**config.mk**
```make
export PLATFORM = sky130hd
export DESIGN_NAME = calendar_to_epoch_seconds
export DESIGN_NICKNAME = d
export VERILOG_FILES = /design/src/hw/rtl/cte_pkg.sv /design/src/hw/rtl/cte_front.sv /design/src/hw/rtl/cte_queue.sv /design/src/hw/rtl/cte_back.sv /design/src/hw/rtl/calendar_to_epoch_seconds.sv
export SDC_FILE = /design/constraint.sdc
export NUM_CORES = 1
export LEC_CHECK = 0
export BUFFER_PORTS_ARGS = -buffer_cell sky130_fd_sc_hd__buf_2
export CELL_PAD_IN_SITES_DETAIL_PLACEMENT = 0
export CELL_PAD_IN_SITES_GLOBAL_PLACEMENT = 2
export CORE_MARGIN = 1
export CORE_UTILIZATION = 45
export DETAILED_ROUTE_END_ITERATION = 16
export PLACE_DENSITY_LB_ADDON = 0.1
export SLEW_MARGIN = 10
export SYNTH_ARGS = -nofsm -noshare
export SYNTH_HDL_FRONTEND = slang
export SYNTH_HIERARCHICAL = 1
export SYNTH_SLANG_ARGS = --single-unit
```
**constraint.sdc**
```tcl
create_clock -name aclk -period 8.3 [get_ports aclk]
set_clock_uncertainty 0.05 [all_clocks]
set_input_delay 1.66 -clock aclk [delete_from_list [all_inputs] [get_ports aclk]]
set_output_delay 1.66 -clock aclk [all_outputs]
set_load 0.05 [all_outputs]
```
**src/hw/rtl/cte_pkg.sv**
```systemverilog
package cte_pkg;

    localparam int YEARS_W = 10;
    localparam int MONTH_W = 11;
    localparam int MDAY_W  = 5;
    localparam int YDAY_W  = 9;
    localparam int HOUR_W  = 5;
    localparam int MIN_W   = 6;
    localparam int SEC_W   = 6;
    localparam int EPOCH_W = 36;

    localparam int S_TDATA_W = 56;
    localparam int M_TDATA_W = 40;

    // internal widths
    localparam int YEAR_W  = 12;   // folded year, 1814..3008
    localparam int MON_W   = 4;    // folded month, 0..11
    localparam int Q12_W   = 7;    // year shift from month folding, up to 86
    localparam int Q100_W  = 5;    // year / 100, up to 30
    localparam int HMS_W   = 17;   // seconds within a day, unchecked, up to 115443
    localparam int DIY_W   = 9;    // day within year, up to 511
    localparam int DB_W    = 21;   // days before year, counted from year 1
    localparam int DAYS_W  = 20;   // signed days since epoch
    localparam int SPD_W   = 18;   // signed width holding seconds per day
    localparam int CUM_W   = 9;

    localparam int QUEUE_DEPTH_DEF = 4;

    localparam logic [YEAR_W-1:0] BASE_YEAR = 12'd1900;
    localparam int MONTH_LAST = 11;

    // floor(u / 12) = (u * 2731) >> 15 for u < 2048
    localparam int RECIP12       = 2731;
    localparam int RECIP12_W     = 12;
    localparam int RECIP12_SHIFT = 15;

    // floor(y / 100) = (y * 5243) >> 19 for y < 4096
    localparam int RECIP100       = 5243;
    localparam int RECIP100_W     = 13;
    localparam int RECIP100_SHIFT = 19;

    localparam int DAYS_BEFORE_EPOCH = 719162;
    localparam int SECS_PER_DAY      = 86400;
    localparam int SECS_PER_HOUR     = 3600;
    localparam int SECS_PER_MIN      = 60;

    typedef enum logic [1:0] {
        FOLD_NONE,
        FOLD_UP,
        FOLD_DOWN
    } fold_t;

    typedef struct packed {
        logic [YEAR_W-1:0] year;
        logic [MON_W-1:0]  month;
        logic [MDAY_W-1:0] mday;
        logic [YDAY_W-1:0] yday;
        logic [HMS_W-1:0]  hms;
    } date_t;

    function automatic logic [CUM_W-1:0] cum_days(input logic leap,
                                                   input logic [MON_W-1:0] month);
        logic [CUM_W-1:0] base;
        logic [CUM_W-1:0] extra;
        unique case (month)
            4'd0:    base = 9'd0;
            4'd1:    base = 9'd31;
            4'd2:    base = 9'd59;
            4'd3:    base = 9'd90;
            4'd4:    base = 9'd120;
            4'd5:    base = 9'd151;
            4'd6:    base = 9'd181;
            4'd7:    base = 9'd212;
            4'd8:    base = 9'd243;
            4'd9:    base = 9'd273;
            4'd10:   base = 9'd304;
            4'd11:   base = 9'd334;
            default: base = 9'd0;
        endcase
        extra = (leap && (month >= 4'd2)) ? 9'd1 : 9'd0;
        return base + extra;
    endfunction

endpackage

```
**src/hw/rtl/cte_front.sv**
```systemverilog
module cte_front import cte_pkg::*; (
    input  logic                      aclk,
    input  logic                      aresetn,
    input  logic                      in_valid,
    output logic                      in_ready,
    input  logic [YEARS_W-1:0]        years_since_1900,
    input  logic signed [MONTH_W-1:0] month_index,
    input  logic [MDAY_W-1:0]         day_of_month,
    input  logic [YDAY_W-1:0]         year_day,
    input  logic [HOUR_W-1:0]         hour_of_day,
    input  logic [MIN_W-1:0]          minute_of_hour,
    input  logic [SEC_W-1:0]          second_of_minute,
    output logic                      out_valid,
    input  logic                      out_ready,
    output date_t                     out_data
);

    localparam logic signed [MONTH_W:0] MONTH_MAX = (MONTH_W+1)'(MONTH_LAST);
    localparam int PROD12_W = MONTH_W + RECIP12_W;

    // stage 0: classify month, seconds of day
    logic                v0_reg, v0_next;
    fold_t               kind0_reg, kind0_next;
    logic [MONTH_W-1:0]  u0_reg, u0_next;
    logic [YEARS_W-1:0]  y0_reg;
    logic [MONTH_W-1:0]  m0_reg;
    logic [MDAY_W-1:0]   mday0_reg;
    logic [YDAY_W-1:0]   yday0_reg;
    logic [HMS_W-1:0]    hms0_reg, hms0_next;

    // stage 1: year shift
    logic                v1_reg, v1_next;
    fold_t               kind1_reg;
    logic [Q12_W-1:0]    q1_reg, q1_next;
    logic [YEARS_W-1:0]  y1_reg;
    logic [MONTH_W-1:0]  m1_reg;
    logic [MDAY_W-1:0]   mday1_reg;
    logic [YDAY_W-1:0]   yday1_reg;
    logic [HMS_W-1:0]    hms1_reg;

    logic                ready0, ready1;
    logic signed [MONTH_W:0] month_ext;
    logic signed [MONTH_W:0] down_span;
    logic [PROD12_W-1:0] prod12;
    logic [MONTH_W-1:0]  q_times12;

    assign ready1   = !v1_reg || out_ready;
    assign ready0   = !v0_reg || ready1;
    assign in_ready = ready0;

    assign month_ext = {month_index[MONTH_W-1], month_index};
    assign down_span = MONTH_MAX - month_ext;

    always_comb begin
        if (!month_index[MONTH_W-1] &&
            (month_index[MONTH_W-2:0] > (MONTH_W-1)'(MONTH_LAST))) begin
            kind0_next = FOLD_UP;
            u0_next    = month_index;
        end else if (month_index[MONTH_W-1]) begin
            kind0_next = FOLD_DOWN;
            u0_next    = down_span[MONTH_W-1:0];
        end else begin
            kind0_next = FOLD_NONE;
            u0_next    = '0;
        end
        hms0_next = HMS_W'(32'(hour_of_day) * SECS_PER_HOUR
                         + 32'(minute_of_hour) * SECS_PER_MIN
                         + 32'(second_of_minute));
    end

    assign prod12  = PROD12_W'(u0_reg) * PROD12_W'(RECIP12);
    assign q1_next = prod12[RECIP12_SHIFT +: Q12_W];

    always_comb begin
        v0_next = ready0 ? in_valid : v0_reg;
        v1_next = ready1 ? v0_reg : v1_reg;
    end

    always_ff @(posedge aclk) begin
        if (!aresetn) begin
            v0_reg <= 1'b0;
            v1_reg <= 1'b0;
        end else begin
            v0_reg <= v0_next;
            v1_reg <= v1_next;
        end
    end

    always_ff @(posedge aclk) begin
        if (ready0 && in_valid) begin
            kind0_reg <= kind0_next;
            u0_reg    <= u0_next;
            y0_reg    <= years_since_1900;
            m0_reg    <= month_index;
            mday0_reg <= day_of_month;
            yday0_reg <= year_day;
            hms0_reg  <= hms0_next;
        end
        if (ready1 && v0_reg) begin
            kind1_reg <= kind0_reg;
            q1_reg    <= q1_next;
            y1_reg    <= y0_reg;
            m1_reg    <= m0_reg;
            mday1_reg <= mday0_reg;
            yday1_reg <= yday0_reg;
            hms1_reg  <= hms0_reg;
        end
    end

    assign q_times12 = MONTH_W'(q1_reg) * MONTH_W'(12);

    always_comb begin
        out_data.mday = mday1_reg;
        out_data.yday = yday1_reg;
        out_data.hms  = hms1_reg;
        unique case (kind1_reg)
            FOLD_UP: begin
                out_data.year  = BASE_YEAR + YEAR_W'(y1_reg) + YEAR_W'(q1_reg);
                out_data.month = MON_W'(m1_reg - q_times12);
            end
            FOLD_DOWN: begin
                out_data.year  = BASE_YEAR + YEAR_W'(y1_reg) - YEAR_W'(q1_reg);
                out_data.month = MON_W'(m1_reg + q_times12);
            end
            default: begin
                out_data.year  = BASE_YEAR + YEAR_W'(y1_reg);
                out_data.month = m1_reg[MON_W-1:0];
            end
        endcase
    end

    assign out_valid = v1_reg;

endmodule

```
**src/hw/rtl/cte_queue.sv**
```systemverilog
module cte_queue import cte_pkg::*; #(
    parameter int DEPTH = QUEUE_DEPTH_DEF
) (
    input  logic  aclk,
    input  logic  aresetn,
    input  logic  in_valid,
    output logic  in_ready,
    input  date_t in_data,
    output logic  out_valid,
    input  logic  out_ready,
    output date_t out_data
);

    localparam int PTR_W = (DEPTH > 1) ? $clog2(DEPTH) : 1;
    localparam int CNT_W = $clog2(DEPTH + 1);

    date_t            mem_reg [DEPTH];
    logic [PTR_W-1:0] wr_ptr_reg, wr_ptr_next;
    logic [PTR_W-1:0] rd_ptr_reg, rd_ptr_next;
    logic [CNT_W-1:0] count_reg, count_next;
    logic             push, pop;

    assign in_ready  = (count_reg != CNT_W'(DEPTH));
    assign out_valid = (count_reg != '0);
    assign push      = in_valid && in_ready;
    assign pop       = out_valid && out_ready;
    assign out_data  = mem_reg[rd_ptr_reg];

    always_comb begin
        wr_ptr_next = wr_ptr_reg;
        rd_ptr_next = rd_ptr_reg;
        count_next  = count_reg;
        if (push) begin
            wr_ptr_next = (wr_ptr_reg == PTR_W'(DEPTH - 1)) ? '0 : wr_ptr_reg + PTR_W'(1);
        end
        if (pop) begin
            rd_ptr_next = (rd_ptr_reg == PTR_W'(DEPTH - 1)) ? '0 : rd_ptr_reg + PTR_W'(1);
        end
        if (push && !pop) begin
            count_next = count_reg + CNT_W'(1);
        end else if (pop && !push) begin
            count_next = count_reg - CNT_W'(1);
        end
    end

    always_ff @(posedge aclk) begin
        if (!aresetn) begin
            wr_ptr_reg <= '0;
            rd_ptr_reg <= '0;
            count_reg  <= '0;
        end else begin
            wr_ptr_reg <= wr_ptr_next;
            rd_ptr_reg <= rd_ptr_next;
            count_reg  <= count_next;
        end
    end

    always_ff @(posedge aclk) begin
        if (push) begin
            mem_reg[wr_ptr_reg] <= in_data;
        end
    end

    a_count_bound: assert property (@(posedge aclk) disable iff (!aresetn)
        count_reg <= CNT_W'(DEPTH))
        else $error("queue count above depth");

    a_count_up: assert property (@(posedge aclk) disable iff (!aresetn)
        (push && !pop) |=> (count_reg == $past(count_reg) + CNT_W'(1)))
        else $error("queue count missed a push");

    a_count_down: assert property (@(posedge aclk) disable iff (!aresetn)
        (pop && !push) |=> (count_reg == $past(count_reg) - CNT_W'(1)))
        else $error("queue count missed a pop");

    a_empty_ptrs: assert property (@(posedge aclk) disable iff (!aresetn)
        (count_reg == '0) |-> (wr_ptr_reg == rd_ptr_reg))
        else $error("queue empty with pointers apart");

endmodule

```
**src/hw/rtl/cte_back.sv**
```systemverilog
module cte_back import cte_pkg::*; (
    input  logic                      aclk,
    input  logic                      aresetn,
    input  logic                      in_valid,
    output logic                      in_ready,
    input  date_t                     in_data,
    output logic                      out_valid,
    input  logic                      out_ready,
    output logic signed [EPOCH_W-1:0] epoch_seconds
);

    localparam int PROD100_W = YEAR_W + RECIP100_W;
    localparam logic signed [SPD_W-1:0] SPD_S = SPD_W'(SECS_PER_DAY);

    logic ready0, ready1, ready2, ready3, ready4;

    // stage 0: year / 100 and (year - 1) / 100
    logic               v0_reg, v0_next;
    date_t              d0_reg;
    logic [YEAR_W-1:0]  p0_reg, p0_next;
    logic [Q100_W-1:0]  qy0_reg, qy0_next;
    logic [Q100_W-1:0]  qp0_reg, qp0_next;
    logic [PROD100_W-1:0] prod_y, prod_p;

    // stage 1: leap rule, days before year, day within year
    logic               v1_reg, v1_next;
    logic [DB_W-1:0]    db1_reg, db1_next;
    logic [DIY_W-1:0]   diy1_reg, diy1_next;
    logic [HMS_W-1:0]   hms1_reg;
    logic [YEAR_W-1:0]  hundreds;
    logic               leap;

    // stage 2: days since epoch
    logic               v2_reg, v2_next;
    logic signed [DAYS_W-1:0] days2_reg, days2_next;
    logic [HMS_W-1:0]   hms2_reg;
    logic signed [DB_W:0] days_wide;

    // stage 3: days scaled to seconds
    logic               v3_reg, v3_next;
    logic signed [EPOCH_W-1:0] prod3_reg, prod3_next;
    logic signed [DAYS_W+SPD_W-1:0] prod_days;
    logic [HMS_W-1:0]   hms3_reg;

    // stage 4: seconds of day added, output register
    logic               v4_reg, v4_next;
    logic signed [EPOCH_W-1:0] epoch4_reg, epoch4_next;

    assign ready4   = !v4_reg || out_ready;
    assign ready3   = !v3_reg || ready4;
    assign ready2   = !v2_reg || ready3;
    assign ready1   = !v1_reg || ready2;
    assign ready0   = !v0_reg || ready1;
    assign in_ready = ready0;

    always_comb begin
        v0_next = ready0 ? in_valid : v0_reg;
        v1_next = ready1 ? v0_reg : v1_reg;
        v2_next = ready2 ? v1_reg : v2_reg;
        v3_next = ready3 ? v2_reg : v3_reg;
        v4_next = ready4 ? v3_reg : v4_reg;
    end

    assign p0_next  = in_data.year - YEAR_W'(1);
    assign prod_y   = PROD100_W'(in_data.year) * PROD100_W'(RECIP100);
    assign prod_p   = PROD100_W'(p0_next) * PROD100_W'(RECIP100);
    assign qy0_next = prod_y[RECIP100_SHIFT +: Q100_W];
    assign qp0_next = prod_p[RECIP100_SHIFT +: Q100_W];

    assign hundreds = YEAR_W'(qy0_reg) * YEAR_W'(100);

    always_comb begin
        if (d0_reg.year == hundreds) begin
            leap = (qy0_reg[1:0] == 2'd0);
        end else begin
            leap = (d0_reg.year[1:0] == 2'd0);
        end
        db1_next = DB_W'(p0_reg) * DB_W'(365)
                 + DB_W'(qp0_reg >> 2)
                 - DB_W'(qp0_reg)
                 + DB_W'(p0_reg >> 2);
        if (d0_reg.mday != '0) begin
            diy1_next = DIY_W'(cum_days(leap, d0_reg.month))
                      + DIY_W'(d0_reg.mday) - DIY_W'(1);
        end else begin
            diy1_next = d0_reg.yday;
        end
    end

    assign days_wide = $signed({1'b0, db1_reg})
                     - $signed((DB_W+1)'(DAYS_BEFORE_EPOCH))
                     + $signed({{(DB_W+1-DIY_W){1'b0}}, diy1_reg});
    assign days2_next = days_wide[DAYS_W-1:0];

    assign prod_days  = days2_reg * SPD_S;
    assign prod3_next = prod_days[EPOCH_W-1:0];

    assign epoch4_next = prod3_reg + $signed({{(EPOCH_W-HMS_W){1'b0}}, hms3_reg});

    always_ff @(posedge aclk) begin
        if (!aresetn) begin
            v0_reg <= 1'b0;
            v1_reg <= 1'b0;
            v2_reg <= 1'b0;
            v3_reg <= 1'b0;
            v4_reg <= 1'b0;
        end else begin
            v0_reg <= v0_next;
            v1_reg <= v1_next;
            v2_reg <= v2_next;
            v3_reg <= v3_next;
            v4_reg <= v4_next;
        end
    end

    always_ff @(posedge aclk) begin
        if (ready0 && in_valid) begin
            d0_reg  <= in_data;
            p0_reg  <= p0_next;
            qy0_reg <= qy0_next;
            qp0_reg <= qp0_next;
        end
        if (ready1 && v0_reg) begin
            db1_reg  <= db1_next;
            diy1_reg <= diy1_next;
            hms1_reg <= d0_reg.hms;
        end
        if (ready2 && v1_reg) begin
            days2_reg <= days2_next;
            hms2_reg  <= hms1_reg;
        end
        if (ready3 && v2_reg) begin
            prod3_reg <= prod3_next;
            hms3_reg  <= hms2_reg;
        end
        if (ready4 && v3_reg) begin
            epoch4_reg <= epoch4_next;
        end
    end

    assign out_valid     = v4_reg;
    assign epoch_seconds = epoch4_reg;

endmodule

```
**src/hw/rtl/calendar_to_epoch_seconds.sv**
```systemverilog
// channel  dir  width  fields (low bit up)
// s_       in   56     years_since_1900[9:0], month_index[20:10], day_of_month[25:21],
//                      year_day[34:26], hour_of_day[39:35], minute_of_hour[45:40],
//                      second_of_minute[51:46], zero[55:52]
// m_       out  40     epoch_seconds[35:0] signed, zero[39:36]
//
// One transaction per cycle sustained while m_tready stays high and QUEUE_DEPTH exceeds 1.
// The path runs through the front (month fold, 2 stages), the queue (1) and the back
// (leap rule, day count, days times 86400, seconds add: 5 stages).
// aresetn clears all valid flags and queue pointers; no data is held over.
// A stalled m_ side fills the back, then the queue, then the front before s_tready drops.
module calendar_to_epoch_seconds import cte_pkg::*; #(
    parameter int QUEUE_DEPTH = QUEUE_DEPTH_DEF
) (
    input  logic                 aclk,
    input  logic                 aresetn,
    input  logic                 s_tvalid,
    output logic                 s_tready,
    input  logic [S_TDATA_W-1:0] s_tdata,   // years, month, mday, yday, hour, min, sec
    output logic                 m_tvalid,
    input  logic                 m_tready,
    output logic [M_TDATA_W-1:0] m_tdata    // epoch_seconds
);

    localparam int OFS_MONTH = YEARS_W;
    localparam int OFS_MDAY  = OFS_MONTH + MONTH_W;
    localparam int OFS_YDAY  = OFS_MDAY + MDAY_W;
    localparam int OFS_HOUR  = OFS_YDAY + YDAY_W;
    localparam int OFS_MIN   = OFS_HOUR + HOUR_W;
    localparam int OFS_SEC   = OFS_MIN + MIN_W;

    logic  fq_valid, fq_ready;
    date_t fq_data;
    logic  qb_valid, qb_ready;
    date_t qb_data;
    logic signed [EPOCH_W-1:0] epoch_seconds;

    cte_front u_front (
        .aclk             (aclk),
        .aresetn          (aresetn),
        .in_valid         (s_tvalid),
        .in_ready         (s_tready),
        .years_since_1900 (s_tdata[YEARS_W-1:0]),
        .month_index      ($signed(s_tdata[OFS_MONTH +: MONTH_W])),
        .day_of_month     (s_tdata[OFS_MDAY +: MDAY_W]),
        .year_day         (s_tdata[OFS_YDAY +: YDAY_W]),
        .hour_of_day      (s_tdata[OFS_HOUR +: HOUR_W]),
        .minute_of_hour   (s_tdata[OFS_MIN +: MIN_W]),
        .second_of_minute (s_tdata[OFS_SEC +: SEC_W]),
        .out_valid        (fq_valid),
        .out_ready        (fq_ready),
        .out_data         (fq_data)
    );

    cte_queue #(
        .DEPTH (QUEUE_DEPTH)
    ) u_queue (
        .aclk      (aclk),
        .aresetn   (aresetn),
        .in_valid  (fq_valid),
        .in_ready  (fq_ready),
        .in_data   (fq_data),
        .out_valid (qb_valid),
        .out_ready (qb_ready),
        .out_data  (qb_data)
    );

    cte_back u_back (
        .aclk          (aclk),
        .aresetn       (aresetn),
        .in_valid      (qb_valid),
        .in_ready      (qb_ready),
        .in_data       (qb_data),
        .out_valid     (m_tvalid),
        .out_ready     (m_tready),
        .epoch_seconds (epoch_seconds)
    );

    assign m_tdata = {{(M_TDATA_W-EPOCH_W){1'b0}}, epoch_seconds};

endmodule

```
==> results of run 1 <==
==> layout make-up <==
type	count	area share, %
diodes	1	0.00594
clock inverters	46	1.14
repair buffers	111	1.42
multi-input cells	1814	45.6
clock buffers	68	3.78
inverters	615	5.48
well taps	1134	3.37
flip-flops and latches	559	39.2
==> kinds of logic after synthesis <==
kind of cell,count (synthesis)
buffers and inverters,650
adder cells (fa/ha/maj),789
XOR/XNOR,189
multiplexers,68
AND/OR/NAND/NOR,378
AO/OA/AOI/OAI,386
flip-flops,559
other,1
==> critical path: cells and delay by family, from the launching register on <==
family                     cells  cell delay (ps)
and+or+nand+nor                2              360
adders and majority gates      8             3020
buffers and inverters          6              680
AOI/OAI and AO/OA              8             1660
xor gates and xnor gates       3              520
muxes                          1              570
DFF                            1              510
==> through the flow <==
step	utilization (%)	cell area [um2]	instances	hold WS (ps)	worst slack (ps)
floorplan	-	38200	3023	350	1180
global route	50.3	42200	4347	369	62.7
global placement	47.8	40100	4233	353	692
CTS	50.3	42200	4347	356	577
finish	50.3	42200	4348	359	642
detailed placement	47.8	40100	4233	355	650
==> metal layers <==
layer	routed length, um	vias to the layer above	part of all wire, %	track usage, %
li1	-	10683	-	-
met1	33900	10715	46	23.5
met2	36200	248	49	31.1
met3	1990	105	2.7	2.16
met4	1680	4	2.3	4.73
met5	24	-	0.033	0
==> path summary, 6_finish.rpt <==
check             slack (ps)                                end  cells past startpoint
setup reg to reg         640        u_back/qp0_reg[3]$_DFFE_PP_                     28
hold reg to reg          360  u_back/epoch_seconds[6]$_DFFE_PP_                      0
setup / recovery         640        u_back/qp0_reg[3]$_DFFE_PP_                     28
hold / removal           360  u_back/epoch_seconds[6]$_DFFE_PP_                      0
==> cells in the final DEF (no fill, tap or decap), drive strengths merged, types with 25 or more instances in the layout <==
cell type	synthesis	final
inv	615	620
nor3	35	35
edfxtp	534	534
o21a	27	27
nand3	32	32
fa	255	255
nor2	97	97
mux4	47	47
xor2	56	56
o21ai	88	88
a21oi	104	104
nand2	86	86
nor2b	25	25
clkbuf	18	68
xnor2	133	133
buf	17	111
a21o	50	50
clkinv	0	27
ha	534	534
dfxtp	25	25
==> run_results.csv, run 1 <==
group,metric,value,unit
synth,synthMuxAreaShare,3.36,%
status,status,"finished, final reports clean",
setup_path,endpoint_kind,"register",
timing,max_freq,0.131,GHz
setup_path,crit_fanout,13,
timing,fin_tns_setup,0,ps
setup_path,critPathKind,"reg2reg",
setup_path,start_kind,"register",
final_layout,area_delta_synth_final,10.4,%
clock_network,cts_tree,"built",
global_route,grt_overflow,0,
global_route,grt_pass1_wl,122000,um
route,num_vias,21755,
timing,hold_violations,0,
route,drc_errors,0,
clock_network,root_buffer,"clkbuf_16",
clock_network,hold_buffers,0,
global_route,grt_pass1_vias,23401,
global_route,antenna_found_initial,4,
synth,synthArstFlopShare,0,%
synth,yosysTopAreaCell,"edfxtp_1",
setup_path,cp_data_required_time,8600,ps
synth,synth_xor_area_share,4.34,%
timing,rsz0062_at_grt,"no",
clock_network,htree_levels,2,
synth,yosysTopAreaCellShare,42.0,%
floorplanning,die_height,293,um
final_layout,multi_input_area,19200,um2
setup_path,critPathMaxStageDelay,570,ps
synth,synthTopCellsByArea,"edfxtp_1 42%, ha_1 18%, fa_1 13%, inv_1 6.0%, xnor2_1 3.1%",
timing,fin_crit_sh,92.3,%
synth,synth_top_family_by_area,"adder cells",
clock_network,clkTransAtPathRegs,60,ps
timing,maxSlewHeadroom,26.9,%
route,viasPerCell,5.00,
floorplanning,std_cell_rows,106,
synth,synth_common_cells,"615 x inv_1, 534 x edfxtp_1, 534 x ha_1",
clock_network,cts_sinks,559,
clock_network,numCtsBuffers,61,
final_layout,nets,4011,
synth,synth_fa_ha_area_share,30.9,%
final_layout,sequential_cell_area,16500,um2
floorplanning,die_w,293,um
synth,yosysWarnings,6,
timing,worst_pin_slew,1090,ps
floorplanning,num_io_pins,102,
synth,synth-seq-cells,559,
timing,slew_violations,0,
final_layout,largest_reg_flops,188,
timing,min_period,7660,ps
synth,synth_seq_area_share,43.3,%
synth,synth-compound-area-share,6.52,%
final_layout,drive_gt1_share,9.62,%
synth,synth_edf_count,534,
final_layout,fillers,7402,
clock_network,ctsResizeCount,0,
placed_design,dp_hpwl,57800,um
clock_network,cts_buffer_depth,3,
floorplanning,coreArea,83800,um2
floorplanning,start_util,45.5,%
placed_design,place.gp.congestion,0.816,
synth,yosys.area_share.simple,5.06,%
clock_network,post_cts_buffers,0,
worst_hold_path,hp-start,"u_back/hms3_reg[6]$_DFFE_PP_",
setup_path,crit_path_frequent_cell,"inv_1",
synth,synth.distinct_cells,91,
route,ant_nets,0,
clock_network,clock_latency,630,ps
route,wl_per_cell,17.0,um
setup_path,arrival,7950,ps
run,drv_cap,0,
synth,synthesis.area,38200,um2
global_route,grt_max_degree,59,
synth,synth_most_common_cell,"inv_1",
route,drt_iter0_markers,1024,
placed_design,port_buffers,93,
route,drt_first_pass_iters,5,
floorplanning,die-area,86000,um2
route,finalWirelength,73800,um
timing,setup_violations,0,
synth,synth_flop_cell,"edfxtp_1",
setup_path,cp_slowest_cell,"mux4_2",
synth,syn_inst,3020,
worst_hold_path,hp-class,"reg2reg",
synth,syn_avg_cell_area,12.6,um2
global_route,grtUsageTotal,17.9,%
Power of run 1 is not shown: default switching activity piles up to over one toggle a cycle in this logic, so the estimate is an artifact.
==> run 2: changes to the inputs <==
--- a/config.mk
+++ b/config.mk
@@ -6,9 +6,10 @@
 export NUM_CORES = 1
 export LEC_CHECK = 0
 export BUFFER_PORTS_ARGS = -buffer_cell sky130_fd_sc_hd__buf_2
+export CAP_MARGIN = 40
 export CELL_PAD_IN_SITES_DETAIL_PLACEMENT = 0
 export CELL_PAD_IN_SITES_GLOBAL_PLACEMENT = 2
-export CORE_MARGIN = 1
+export CORE_MARGIN = 2
 export CORE_UTILIZATION = 45
 export DETAILED_ROUTE_END_ITERATION = 16
 export PLACE_DENSITY_LB_ADDON = 0.1
==> run_results.csv, run 2 (same netlist as run 1, synthesis figures left out) <==
group,metric,value,unit
status,status,"finished, final reports clean",
placed_design,place_ws,785,ps
setup_path,arrival,7780,ps
setup_path,reg2reg_depth,28,
floorplanning,die_height,295,um
floorplanning,coreArea,83800,um2
timing,setup_ws,832,ps
floorplanning,die-area,87200,um2
route,ant_nets,0,
placed_design,dp_hpwl,58100,um
clock_network,ctsResizeCount,0,
final_layout,antenna_cells,0,
placed_design,port_buffers,93,
worst_hold_path,hp-class,"reg2reg",
clock_network,cts_tree,"built",
floorplanning,die_w,295,um
final_layout,layout_commonest_cell,"inv_1",
global_route,antenna_found_initial,3,
clock_network,post_cts_buffers,0,
route,drc_errors,0,
global_route,grt_overflow,0,
floorplanning,std_cell_rows,106,
setup_path,reg2reg_slack,830,ps
route,drt_first_pass_iters,6,
timing,min_period,7470,ps
timing,setup_violations,0,
run,drv_cap,0,
timing,fin_tns_setup,0,ps
clock_network,root_buffer,"clkbuf_16",
timing,slew_violations,0,
route,viasPerCell,4.98,
clock_network,hold_buffers,0,
timing,worst_pin_slew,884,ps
setup_path,cp_slowest_cell,"mux4_2",
clock_network,clkTransAtPathRegs,70,ps
setup_path,critPathMaxStageDelay,710,ps
placed_design,place.gp.congestion,0.854,
global_route,grt_pass1_vias,23287,
worst_hold_path,hp-start,"u_back/hms3_reg[4]$_DFFE_PP_",
clock_network,cts_sinks,559,
route,finalWirelength,73500,um
global_route,grt_max_degree,59,
timing,rsz0062_at_grt,"no",
timing,max_freq,0.134,GHz
final_layout,mostFrequentLayoutCells,"615 x inv_1, 534 x ha_1, 534 x edfxtp_1",
worst_hold_path,holdPathEnd,"u_back/epoch_seconds[4]$_DFFE_PP_",
clock_network,numCtsBuffers,61,
setup_path,critPathKind,"reg2reg",
setup_path,crit_fanout,13,
route,wl_per_cell,16.9,um
clock_network,htree_levels,2,
clock_network,clock_latency,640,ps
floorplanning,start_util,45.5,%
global_route,grtUsageTotal,17.6,%
final_layout,nets,4015,
setup_path,reg2reg_to,"u_back/qp0_reg[3]$_DFFE_PP_",
clock_network,cts_buffer_depth,3,
timing,hold_violations,0,
global_route,grt_pass1_wl,121000,um
final_layout,area_delta_synth_final,10.5,%
timing,holdWs,324,ps
route,drt_iter0_markers,883,
final_layout,largest_reg_flops,188,
final_layout,drive_gt1_share,9.36,%
final_layout,fillers,7351,
worst_hold_path,hold_depth,0,
timing,fin_crit_sh,90.0,%
floorplanning,num_io_pins,102,
setup_path,crit_path_frequent_cell,"inv_1",
setup_path,cp_data_required_time,8610,ps
timing,maxSlewHeadroom,40.6,%
setup_path,start_kind,"register",
route,num_vias,21672,
final_layout,fin_util,50.3,%
setup_path,endpoint_kind,"register",
==> run 2: changes by cell type in the layout (fill, tap and decap cells not counted), sizes merged <==
cell      change
clkbuf        +8
clkinvlp      -5
buf           +4
inv           -1
diode         -1
clkinv        -4
bufinv        +1
==> run 2: critical path, delay by kind of cell (launching register included) <==
kind	cells	cell delay, ps
fa+ha+maj	8	2650
compound gates	8	1710
xor+xnor	2	400
flops	1	510
mux	1	710
simple gates	3	660
buf+inv	6	470
==> run 2: per-layer routing <==
layer / vias to the layer above / wire length, um / global-route usage (%)
li1: 10693 / - / -
met1: 10652 / 33100 / 22.8
met2: 241 / 37000 / 31.4
met3: 82 / 1980 / 2.20
met4: 4 / 1390 / 4.11
met5: - / 24 / 0
==> run 2: stage by stage <==
stage | instance area (um2) | std cells
after floorplan | 38200 | 3023
after global placement | 40100 | 4234
after detailed placement | 40100 | 4237
after CTS | 42200 | 4350
after global routing | 42200 | 4350
final | 42200 | 4350
==> run 2: worst max path at each step <==
stage / from / endpoint / slack (ps) / cells past startpoint
finish: register / u_back/qp0_reg[3]$_DFFE_PP_ / 830 / 28
detailed placement: register / u_back/qp0_reg[3]$_DFFE_PP_ / 790 / 28
global route: register / u_back/qp0_reg[3]$_DFFE_PP_ / 230 / 28
CTS: register / u_back/qp0_reg[3]$_DFFE_PP_ / 730 / 28
floorplan: register / u_back/qp0_reg[3]$_DFFE_PP_ / 1180 / 30
global placement: register / u_back/qp0_reg[3]$_DFFE_PP_ / 880 / 25
==> run 2: layout make-up <==
cell class                      count  area [um2]  area share, %
Multi-Input combinational cell   1814       19200           45.5
Sequential cell                   559       16500           39.2
Inverter                          615        2310           5.47
Clock buffer                       76        1590           3.77
Tap cell                         1134        1420           3.36
Timing Repair Buffer              115         643           1.52
Clock inverter                     37         484           1.15
Power of run 2 is left out for the same reason.
